`src/rtl/lsad_pkg.sv`:
```
// shared types and constants of the light sensor auto dimmer
// register bank layout, reset values and the stage-one item record
// no dependencies
package lsad_pkg;

    localparam int SAMPLE_W  = 8;
    localparam int CFG_IDX_W = 3;

    localparam logic KIND_SENSOR = 1'b0;
    localparam logic KIND_POT    = 1'b1;

    typedef enum logic [CFG_IDX_W-1:0] {
        CFG_SENSOR_FLOOR      = 3'd0,
        CFG_SENSOR_CEILING    = 3'd1,
        CFG_DARK_LEVEL        = 3'd2,
        CFG_AUTO_DUTY_MIN     = 3'd3,
        CFG_AUTO_DUTY_MAX     = 3'd4,
        CFG_POT_AUTO_OFF      = 3'd5,
        CFG_POT_MANUAL_TOP    = 3'd6,
        CFG_POT_MANUAL_BOTTOM = 3'd7
    } t_cfg_idx;

    typedef struct packed {
        logic [SAMPLE_W-1:0] sensor_floor;
        logic [SAMPLE_W-1:0] sensor_ceiling;
        logic [SAMPLE_W-1:0] dark_level;
        logic [SAMPLE_W-1:0] auto_duty_min;
        logic [SAMPLE_W-1:0] auto_duty_max;
        logic [SAMPLE_W-1:0] pot_auto_off;
        logic [SAMPLE_W-1:0] pot_manual_top;
        logic [SAMPLE_W-1:0] pot_manual_bottom;
    } t_cfg;

    localparam t_cfg CFG_RESET = '{
        sensor_floor:      8'd5,
        sensor_ceiling:    8'd68,
        dark_level:        8'd7,
        auto_duty_min:     8'd128,
        auto_duty_max:     8'd255,
        pot_auto_off:      8'd250,
        pot_manual_top:    8'd192,
        pot_manual_bottom: 8'd64
    };

    typedef struct packed {
        logic                kind;
        logic [SAMPLE_W-1:0] sample;
        logic [SAMPLE_W-1:0] average;
        logic [SAMPLE_W-1:0] pot;
    } t_stage;

endpackage

```
`src/rtl/lsad_cell.sv`:
```
// one stage of the sample window: holds a sample and hands it on when shifted
// depends on lsad_pkg
module lsad_cell
    import lsad_pkg::*;
(
    input  logic                i_clk,
    input  logic                i_rst_n,
    input  logic                i_shift,
    input  logic [SAMPLE_W-1:0] i_din,
    output logic [SAMPLE_W-1:0] o_dout
);

    logic [SAMPLE_W-1:0] r_data;

    always_ff @(posedge i_clk) begin
        if (!i_rst_n) begin
            r_data <= '0;
        end else if (i_shift) begin
            r_data <= i_din;
        end
    end

    assign o_dout = r_data;

endmodule

```
`src/rtl/lsad_window.sv`:
```
// sample window: a row of lsad_cell stages with a running sum and the
// average of the window plus the incoming sample; depends on lsad_pkg, lsad_cell
module lsad_window
    import lsad_pkg::*;
#(
    parameter int DEPTH = 15
) (
    input  logic                i_clk,
    input  logic                i_rst_n,
    input  logic                i_shift,
    input  logic [SAMPLE_W-1:0] i_sample,
    output logic [SAMPLE_W-1:0] o_average
);

    localparam int DIVISOR = DEPTH + 1;
    localparam int DIV_L   = $clog2(DIVISOR);
    localparam int SUM_W   = SAMPLE_W + DIV_L;
    localparam int DIV_S   = SUM_W + DIV_L;
    localparam longint unsigned DIV_M =
        ((longint'(1) << DIV_S) + longint'(DIVISOR) - 1) / longint'(DIVISOR);
    localparam logic [SUM_W:0] MUL_K = DIV_M[SUM_W:0];

    logic [SAMPLE_W-1:0] w_tap [DEPTH+1];
    logic [SUM_W-1:0]    r_sum;
    logic [SUM_W-1:0]    n_sum;
    logic [SUM_W-1:0]    w_total;
    logic [2*SUM_W:0]    w_prod;

    assign w_tap[DEPTH] = i_sample;

    for (genvar k = 0; k < DEPTH; k++) begin : g_cell
        lsad_cell u_cell (
            .i_clk   (i_clk),
            .i_rst_n (i_rst_n),
            .i_shift (i_shift),
            .i_din   (w_tap[k+1]),
            .o_dout  (w_tap[k])
        );
    end

    // oldest sample sits in the first cell
    assign w_total = r_sum + SUM_W'(i_sample);
    assign n_sum   = w_total - SUM_W'(w_tap[0]);

    always_ff @(posedge i_clk) begin
        if (!i_rst_n) begin
            r_sum <= '0;
        end else if (i_shift) begin
            r_sum <= n_sum;
        end
    end

    // divide by the stored samples plus one (DEPTH + 1) through a reciprocal multiply
    assign w_prod    = {{(SUM_W+1){1'b0}}, w_total} * {{SUM_W{1'b0}}, MUL_K};
    assign o_average = w_prod[DIV_S +: SAMPLE_W];

endmodule

```
`src/rtl/lsad_map.sv`:
```
// output stage: maps the average to duty, applies pot bands and holds
// duty, night mode and last average; depends on lsad_pkg
module lsad_map
    import lsad_pkg::*;
#(
    parameter int AUTO_SEPARATION = 5,
    parameter int AUTO_SHIFT      = 1,
    parameter int MANUAL_SHIFT    = 1
) (
    input  logic                i_clk,
    input  logic                i_rst_n,
    input  logic                i_load,
    input  t_stage              i_item,
    input  t_cfg                i_cfg,
    output logic [SAMPLE_W-1:0] o_duty,
    output logic                o_night,
    output logic [SAMPLE_W-1:0] o_average
);

    localparam int WIDE_W = SAMPLE_W + 8;
    localparam logic [SAMPLE_W-1:0] SEP = AUTO_SEPARATION[SAMPLE_W-1:0];
    localparam logic [SAMPLE_W-1:0] FULL = '1;

    logic [SAMPLE_W-1:0] r_duty, n_duty;
    logic                r_night, n_night;
    logic [SAMPLE_W-1:0] r_avg, n_avg;

    logic [SAMPLE_W-1:0] w_clamp;
    logic [SAMPLE_W-1:0] w_offs;
    logic [WIDE_W-1:0]   w_auto;
    logic [SAMPLE_W-1:0] w_auto_sat;
    logic [WIDE_W-1:0]   w_man;
    logic [SAMPLE_W-1:0] w_man_sat;
    logic                w_dark;

    always_comb begin
        w_clamp = (i_item.average > i_cfg.sensor_ceiling) ? i_cfg.sensor_ceiling
                                                          : i_item.average;
        w_offs  = (w_clamp > i_cfg.sensor_floor) ? (w_clamp - i_cfg.sensor_floor) : '0;
        w_auto  = (WIDE_W'(w_offs) << AUTO_SHIFT) + WIDE_W'(i_cfg.auto_duty_min);
        w_auto_sat = (w_auto > WIDE_W'(i_cfg.auto_duty_max)) ? i_cfg.auto_duty_max
                                                             : w_auto[SAMPLE_W-1:0];
        w_dark  = i_item.average < i_cfg.dark_level;
        w_man   = WIDE_W'(i_item.sample - i_cfg.pot_manual_bottom) << MANUAL_SHIFT;
        w_man_sat = (w_man > WIDE_W'(FULL)) ? FULL : w_man[SAMPLE_W-1:0];
    end

    always_comb begin
        n_duty  = r_duty;
        n_night = r_night;
        n_avg   = r_avg;
        if (i_item.kind == KIND_SENSOR) begin
            n_avg = i_item.average;
            if (i_item.pot < i_cfg.pot_manual_bottom) begin
                n_duty  = w_auto_sat;
                n_night = (i_item.pot > SEP) && w_dark;
            end else if (i_item.pot < i_cfg.pot_auto_off) begin
                n_night = w_dark;
            end else begin
                n_night = 1'b0;
            end
        end else begin
            if (i_item.sample >= i_cfg.pot_manual_top) begin
                n_duty = FULL;
            end else if (i_item.sample >= i_cfg.pot_manual_bottom) begin
                n_duty = w_man_sat;
            end
        end
    end

    always_ff @(posedge i_clk) begin
        if (!i_rst_n) begin
            r_duty  <= '0;
            r_night <= 1'b0;
            r_avg   <= '0;
        end else if (i_load) begin
            r_duty  <= n_duty;
            r_night <= n_night;
            r_avg   <= n_avg;
        end
    end

    assign o_duty    = r_duty;
    assign o_night   = r_night;
    assign o_average = r_avg;

endmodule

```
`src/rtl/light_sensor_auto_dimmer.sv`:
```
// light sensor auto dimmer top level: register bank, handshakes and stage one
// depends on lsad_pkg, lsad_window, lsad_map
// an accepted item is registered in stage one, and its result is then
// registered in stage two, which drives the result outputs
// throughput: one item per cycle; window sum and reciprocal multiply feed stage
// one, the duty mapping fills stage two; input stalls only while both are held
// synchronous active-low reset clears the window, sum, pot level, duty,
// night mode and average, and loads register reset values at once
module light_sensor_auto_dimmer
    import lsad_pkg::*;
#(
    parameter int STORED_SAMPLES  = 15,
    parameter int AUTO_SEPARATION = 5,
    parameter int AUTO_SHIFT      = 1,
    parameter int MANUAL_SHIFT    = 1
) (
    input  logic                 i_clk,
    input  logic                 i_rst_n,
    input  logic                 i_cfg_valid,
    output logic                 o_cfg_ready,
    input  logic [CFG_IDX_W-1:0] i_cfg_index,
    input  logic [SAMPLE_W-1:0]  i_cfg_data,
    input  logic                 i_valid,
    output logic                 o_ready,
    input  logic                 i_kind,
    input  logic [SAMPLE_W-1:0]  i_sample,
    output logic                 o_valid,
    input  logic                 i_ready,
    output logic [SAMPLE_W-1:0]  o_duty,
    output logic                 o_night_mode,
    output logic [SAMPLE_W-1:0]  o_light_average
);

    t_cfg                r_cfg;
    logic                r_s1_valid, n_s1_valid;
    t_stage              r_s1;
    logic [SAMPLE_W-1:0] r_pot;
    logic                r_out_valid, n_out_valid;

    logic                w_out_free;
    logic                w_s1_adv;
    logic                w_in_xfer;
    logic                w_shift;
    logic [SAMPLE_W-1:0] w_floored;
    logic [SAMPLE_W-1:0] w_average;

    assign o_cfg_ready = 1'b1;

    always_ff @(posedge i_clk) begin
        if (!i_rst_n) begin
            r_cfg <= CFG_RESET;
        end else if (i_cfg_valid) begin
            unique case (t_cfg_idx'(i_cfg_index))
                CFG_SENSOR_FLOOR:      r_cfg.sensor_floor      <= i_cfg_data;
                CFG_SENSOR_CEILING:    r_cfg.sensor_ceiling    <= i_cfg_data;
                CFG_DARK_LEVEL:        r_cfg.dark_level        <= i_cfg_data;
                CFG_AUTO_DUTY_MIN:     r_cfg.auto_duty_min     <= i_cfg_data;
                CFG_AUTO_DUTY_MAX:     r_cfg.auto_duty_max     <= i_cfg_data;
                CFG_POT_AUTO_OFF:      r_cfg.pot_auto_off      <= i_cfg_data;
                CFG_POT_MANUAL_TOP:    r_cfg.pot_manual_top    <= i_cfg_data;
                CFG_POT_MANUAL_BOTTOM: r_cfg.pot_manual_bottom <= i_cfg_data;
            endcase
        end
    end

    assign w_out_free = !r_out_valid || i_ready;
    assign w_s1_adv   = r_s1_valid && w_out_free;
    assign o_ready    = !r_s1_valid || w_out_free;
    assign w_in_xfer  = i_valid && o_ready;
    assign w_shift    = w_in_xfer && (i_kind == KIND_SENSOR);
    assign w_floored  = (i_sample < r_cfg.sensor_floor) ? r_cfg.sensor_floor : i_sample;

    lsad_window #(
        .DEPTH (STORED_SAMPLES)
    ) u_window (
        .i_clk     (i_clk),
        .i_rst_n   (i_rst_n),
        .i_shift   (w_shift),
        .i_sample  (w_floored),
        .o_average (w_average)
    );

    always_comb begin
        n_s1_valid  = w_in_xfer ? 1'b1 : (w_s1_adv ? 1'b0 : r_s1_valid);
        n_out_valid = w_s1_adv ? 1'b1 : (i_ready ? 1'b0 : r_out_valid);
    end

    always_ff @(posedge i_clk) begin
        if (!i_rst_n) begin
            r_s1_valid  <= 1'b0;
            r_out_valid <= 1'b0;
            r_pot       <= '0;
        end else begin
            r_s1_valid  <= n_s1_valid;
            r_out_valid <= n_out_valid;
            if (w_in_xfer && (i_kind == KIND_POT)) begin
                r_pot <= i_sample;
            end
        end
    end

    // pot level captured as it stood before this item
    always_ff @(posedge i_clk) begin
        if (w_in_xfer) begin
            r_s1.kind    <= i_kind;
            r_s1.sample  <= i_sample;
            r_s1.average <= w_average;
            r_s1.pot     <= r_pot;
        end
    end

    lsad_map #(
        .AUTO_SEPARATION (AUTO_SEPARATION),
        .AUTO_SHIFT      (AUTO_SHIFT),
        .MANUAL_SHIFT    (MANUAL_SHIFT)
    ) u_map (
        .i_clk     (i_clk),
        .i_rst_n   (i_rst_n),
        .i_load    (w_s1_adv),
        .i_item    (r_s1),
        .i_cfg     (r_cfg),
        .o_duty    (o_duty),
        .o_night   (o_night_mode),
        .o_average (o_light_average)
    );

    assign o_valid = r_out_valid;

endmodule
```
`config.mk`:
```
export PLATFORM = sky130hd
export DESIGN_NAME = light_sensor_auto_dimmer
export DESIGN_NICKNAME = d
export VERILOG_FILES = /design/src/rtl/lsad_pkg.sv /design/src/rtl/lsad_cell.sv /design/src/rtl/lsad_window.sv /design/src/rtl/lsad_map.sv /design/src/rtl/light_sensor_auto_dimmer.sv
export SDC_FILE = /design/constraint.sdc
export NUM_CORES = 1
export LEC_CHECK = 0
export BUFFER_PORTS_ARGS = -buffer_cell sky130_fd_sc_hd__buf_2
export CAP_MARGIN = 20
export CORE_MARGIN = 2
export CORE_UTILIZATION = 35
export CTS_BUF_LIST = sky130_fd_sc_hd__clkbuf_16
export DETAILED_ROUTE_END_ITERATION = 8
export GPL_TIMING_DRIVEN = 0
export PLACE_DENSITY = 0.62
export SKIP_CTS_REPAIR_TIMING = 1
export SLEW_MARGIN = 40
export SYNTH_ARGS = -nofsm -noshare
export SYNTH_HDL_FRONTEND = slang
export SYNTH_SLANG_ARGS = --single-unit
```
`constraint.sdc`:
```
create_clock -name i_clk -period 6.2 [get_ports i_clk]
set_input_delay 1.24 -clock i_clk [delete_from_list [all_inputs] [get_ports i_clk]]
set_output_delay 1.24 -clock i_clk [all_outputs]
set_load 0.01 [all_outputs]
```
# --- Yosys cells after proc, flatten, opt, wreduce, memory -nomap -nowiden ---
# Index checks and enable logic that the tools add are counted.
totals:
  out_inout_bits: 20
  register_bits: 248
  inputBits: 25
  word_cells: 98
op_classes:
  eq_ne: 8
  n_bitwise: 2
  add_sub_neg: 5
  reduce_logical: 23
  muxes: 15
  order_cmp: 11
ops:
  columns: ["op", "count"]
  rows:
  - ["$mux 8", 9]
  - ["$lt 8x8->1", 4]
  - ["$reduce_and 2->1", 9]
  - ["$ge 8x8->1", 2]
  - ["$gt 16x8->1", 1]
  - ["$gt 16x8->1 const B", 1]
  - ["$gt 8x8->1", 2]
  - ["$add 12x8->12", 1]
  - ["$eq 3x3->1 const B", 4]
  - ["$sub 12x8->12", 1]
  - ["$add 9x8->10", 1]
  - ["$sub 8x8->9", 1]
  - ["$gt 8x3->1 const B", 1]
  - ["$sub 8x8->8", 1]
  - ["$eq 3x2->1 const B", 2]
  - ["$mux 1", 6]
  - ["$reduce_bool 2->1", 3]
  - ["$logic_and 1x1->1", 5]
  - ["$eq 3x1->1 const B", 1]
  - ["$logic_not 3->1", 1]
  - ["$ne 3x1->1 const B", 1]
  - ["$reduce_and 3->1", 1]
  - ["$logic_not 1->1", 2]
  - ["$logic_or 1x1->1", 2]
  - ["$not 1->1", 2]

# --- Logic depth before layout (Yosys ltp) ---
depth:
  ltp_word: 9
  ltp_mapped: 33
  depth_no_buf: 31

# --- Hierarchy ---
# Synthesis repeated with hierarchy kept, for this count alone.
hier_totals:
  hier_cells: 1332
  area_unflattened_um2: 12768.5
modules_own_cells:
  columns: ["module", "area_per_inst_um2", "cells_per_inst", "n_inst"]
  rows:
  - ["lsad_cell", 301.5, 25, 15]
  - ["light_sensor_auto_dimmer", 3794.9, 392, 1]
  - ["lsad_map", 3101.7, 402, 1]
  - ["lsad_window", 1348.8, 163, 1]

# --- Least setup slack after synthesis ---
# Ideal clock, no wire load.
synth_timing:
  path_type: "reg-to-reg"
  startpoint: "register r_s1[13] (netlist bit)"
  endpoint: "register u_map.r_duty[0], in the netlist u_map.o_duty[0]"
  setup_time_ns: 0.101
  slack_ns: 0.099
  n_path_buf: 2
  synth_period_minus_slack_ns: 6.101
  t_arrival_ns: 6.000
  path_stages_with_launch: 32
  cell_sequence: "edfxtp_1 ha_1 a21o_1 a21o_1 a21oi_1 o21ai_1 o21a_1 clkbuf_1 mux2i_1 ha_1 fa_1 nand2b_1 a211oi_1 nor3_2 or2_2 clkbuf_1 nor2_1 ha_1 a21o_1 a21oi_1 o21ai_0 a21oi_1 xnor2_1 ha_1 o21ai_0 o21ai_1 nor2_1 a211o_1 o2111ai_1 nand2_2 and3_1 o41ai_1"
synth_via:
  elab_chain_cells: 9
synth_lines:
  columns: ["element", "line", "source"]
  rows:
  - ["start: declaration", "light_sensor_auto_dimmer.sv:36", "t_stage r_s1;"]
  - ["$gt 8x8->1", "lsad_map.sv:37", "w_clamp = (i_item.average > i_cfg.sensor_ceiling) ? i_cfg.sensor_ceiling"]
  - ["$mux 8 *", "lsad_map.sv:37", null]
  - ["$sub 8x8->8 / $gt 8x8->1 (equally long branches)", "lsad_map.sv:39", "w_offs = (w_clamp > i_cfg.sensor_floor) ? (w_clamp - i_cfg.sensor_floor) : '0;"]
  - ["$mux 8 *", "lsad_map.sv:39", null]
  - ["$add 9x8->10 *", "lsad_map.sv:40", "w_auto = (WIDE_W'(w_offs) << AUTO_SHIFT) + WIDE_W'(i_cfg.auto_duty_min);"]
  - ["$gt 16x8->1 *", "lsad_map.sv:41", "w_auto_sat = (w_auto > WIDE_W'(i_cfg.auto_duty_max)) ? i_cfg.auto_duty_max"]
  - ["$mux 8 *", "lsad_map.sv:41", null]
  - ["$mux 8 *", "lsad_map.sv:54", "if (i_item.pot < i_cfg.pot_manual_bottom) begin"]
  - ["$mux 8 *", "lsad_map.sv:52", "if (i_item.kind == KIND_SENSOR) begin"]
  - ["end signal: assignment", "lsad_map.sv:77", "r_duty <= n_duty;"]
  - ["end: declaration", "lsad_map.sv:24", "logic [SAMPLE_W-1:0] r_duty, n_duty;"]
# Every way passes the cells marked *; elsewhere a longest branch is shown, timed or not. The select of a mux whose other input is x is not followed.
# A chain may end at the register's enable or synchronous reset.

# --- Final worst setup path ---
layout_timing:
  startpoint: "register r_s1[9] (netlist bit)"
  endpoint: "register u_map.r_duty[6], in the netlist u_map.o_duty[6]"
layout_via:
  elab_chain_cells: 9
layout_lines:
  columns: ["element", "line"]
  rows:
  - ["$gt 8x8->1", "lsad_map.sv:37"]
  - ["$mux 8 *", "lsad_map.sv:37"]
  - ["$sub 8x8->8 / $gt 8x8->1 (equally long branches)", "lsad_map.sv:39"]
  - ["$mux 8 *", "lsad_map.sv:39"]
  - ["$add 9x8->10 *", "lsad_map.sv:40"]
  - ["$gt 16x8->1", "lsad_map.sv:41"]
  - ["$mux 8 *", "lsad_map.sv:41"]
  - ["$mux 8 *", "lsad_map.sv:54"]
  - ["$mux 8 *", "lsad_map.sv:52"]
# Marks and branches as above.

==> results.cfg <==
[sta]
hold-worst-slack_ns = 0.433
fin_crit_sh_pct = 98.8
fmax_mhz = 163
slew_headroom_pct = 30.5
finalHoldViolCount = 0
setup_ws_ns = 0.0741
rsz0062_at_grt = true
worst_slew_pin_slew_ns = 1.02
final.setup_skew_ns = 0.0151
maxSlewViolCount = 0
setup_viol = 0
layout_min_cycle_time_ns = 6.13

[finish]
multiInputGateArea_um2 = 6600
final-seq-area_um2 = 5220
layout_commonest_cell = nand2_1
area_growth_pct = 18.8
drive_gt1_share_pct = 11.5
final_cell_mix = nand2_1 (366), dfxtp_1 (223), a21oi_1 (185)
stdcell_area_um2 = 14200
n_fill_cell = 3296
nets = 1661
n_antenna_cell = 0
fin_util_pct = 42.3

[route]
drc = 0
dr.pass1.iters = 5
drt_iter0_drc = 478
num_vias = 10200
via_per_inst = 5.07
ant_nets = 0
wire_per_inst_um = 15.6
wl_mm = 31.3

[power_and_ir_drop]
combPwrFrac_pct = 28.2
p_sw_uw = 1430
ir_drop_mv = 0.204
p_leak_uw = 0.00538
power_frac_clock_pct = 33.7
power_density_nw_per_um2 = 320
p_int_uw = 3120
swShare_pct = 31.4
p_seq_share_pct = 38.1

[clocking]
clock_latency_ns = 0.56
clkTransAtPathRegs_ns = 0.06
clock-sinks = 248
htreeDepth = 1
cts_root_buffer = clkbuf_16
cts_tree = built
clk_path_buf_depth = 3
numCtsBuffers = 28

[global_routing]
grt_pass1_vias = 9593
grt-ovfl-total = 0
grt_max_degree = 27
grt_pass1_wl_mm = 48.7
antenna_found_initial = 0
grt_util_all_layers_pct = 16.8

[worst_setup_path]
cp_max_fo = 8
critical_path.max_stage_delay_ns = 0.50
critPathSlowestCell = edfxtp_1
start_kind = flop
crit_path_frequent_cell = o21ai_1
cp.required_ns = 6.64
crit_type = flop to flop
reg2reg_slack_ns = 0.07
arrival_ns = 6.56
endpoint_kind = flop

[synth]
syn_area_per_cell_um2 = 8.27
seq_area_frac_synth_pct = 43.6
yosysUniqueCellTypes = 68
synth_fa_ha_area_share_pct = 10.3
syn_nets = 1568
synthMuxAreaShare_pct = 3.00
synth_edf_count = 25
yosys_register_bits = 248
async_flop_share_pct = 0
syn_inst = 1447
synth_area_um2 = 12000
synth-simple-area-share_pct = 19.6
synth_top_family_by_area = simple AND/OR/NAND/NOR gates
yosys_warnings = 0
synth-compound-area-share_pct = 16.8
synth_xor_xnor_area_share_pct = 1.96
ys.flop_type = dfxtp_1

[floorplan]
ios = 45
num_rows = 67
start_util_pct = 35.6
die_h_um = 189
coreArea_um2 = 33600
dieArea_um2 = 35700
die_w_um = 189

[placement]
dp_worst_setup_slack_ns = -0.908
placed_cell_area_um2 = 12700
place.gp.congestion = 0.885
port_buffers = 33
dp_hpwl_mm = 22.5

[status]
status = finished clean

[worst_hold_path]
worst_hold_path_type = flop to flop

[flow_run]
cap_violations = 0
[Yosys cell counts (all sizes together) (2+ instances only)]
cell type    n  area [um2]
a2111oi      2        17.5
a211o        2        17.5
a211oi      13        97.6
a21boi       3        26.3
a21o        11        82.6
a21oi      190         951
a31oi        2        12.5
and3         8        51.3
buf          2        12.5
clkbuf      70         268
dfxtp      223        4460
edfxtp      25         751
fa           5         100
ha          91        1140
inv         75         282
mux2        15         169
mux2i       19         190
nand2      368        1380
nand2b      14        87.6
nand3       16        80.1
nand4       10        62.6
nor2        91         342
nor2b       16         100
nor3        26         140
o2111ai      6        58.8
o211ai      27         203
o21a        13        97.6
o21ai       34         170
o21bai       2        15.0
o311ai       3        26.3
o31a         4        35.0
o31ai        8        65.1
o41ai        3        45.1
or2          4        25.0
or3          3        18.8
xnor2       16         148
xor2        10        87.6
[worst max-delay path: cells and delay by family (launching register included)]
family / cells / cell delay [ns]
buffers and inverters: 3 / 0.49
flip-flops: 1 / 0.50
AND/OR/NAND/NOR: 8 / 1.14
AO/OA/AOI/OAI: 13 / 2.19
adder cells (fa/ha/maj): 4 / 1.23
multiplexers: 1 / 0.32
XOR/XNOR: 1 / 0.14
[power groups by stage]
stage	registers, uW	logic [uW]	clock network, uW
after CTS	1730	938	1570
after global placement	1770	906	0
after global routing	1740	1400	1640
final	1730	1280	1530
after detailed placement	1770	932	0
after floorplan	1750	701	0
[final timing paths]
kind / start / to / depth (start not counted)
worst min-delay path: r_pot[0] / r_s1[0] / 0
worst min register to register: r_pot[0] / r_s1[0] / 0
worst max register to register: r_s1[9] / u_map.o_duty[6] / 30
worst max-delay path: r_s1[9] / u_map.o_duty[6] / 30
[sequential cells by signal, indices dropped and copies added (netlist names)]
signal,cells
u_window.g_cell.u_cell.o_dout,120
r_cfg,64
r_s1,25
u_window.r_sum,12
r_pot,8
u_map.o_average,8
u_map.o_duty,8
o_valid,1
r_s1_valid,1
u_map.o_night,1
[logic make-up after synthesis]
group | Yosys count
AND/OR/NAND/NOR | 563
AO/OA/AOI/OAI | 332
flip-flops | 248
buffers and inverters | 147
adder cells (fa/ha/maj) | 96
multiplexers | 34
XOR/XNOR | 26
other | 1
[routing by layer]
layer | vias up | wire length [um] | track usage, % | share of wire (%)
li1 | 5122 | - | - | -
met1 | 4827 | 13800 | 21.1 | 44
met2 | 182 | 15400 | 29.8 | 49
met3 | 58 | 1160 | 2.13 | 3.7
met4 | 0 | 886 | 5.20 | 2.8
met5 | - | 0 | 0 | 0
[final cells by class]
type                       count  share of cell area (%)
clock buffer                  28                    4.92
timing repair buffer          65                    3.14
tap                          448                    3.94
inverter                      75                    1.98
clock inverter                23                    1.07
multi-input combinational   1052                    46.4
buffer                        70                    1.92
sequential                   248                    36.7
[stage by stage]
step           power [uW]  TNS, ns  instances
2_1_floorplan        2450        0       1447
3_3_place_gp         2670    -4.70       1928
4_1_cts              4240    -6.61       1979
6_report             4550        0       2009
5_1_grt              4780    -1.81       2009
3_5_place_dp         2700    -6.11       1928
No activity file was read; power rests on OpenSTA's default activity.
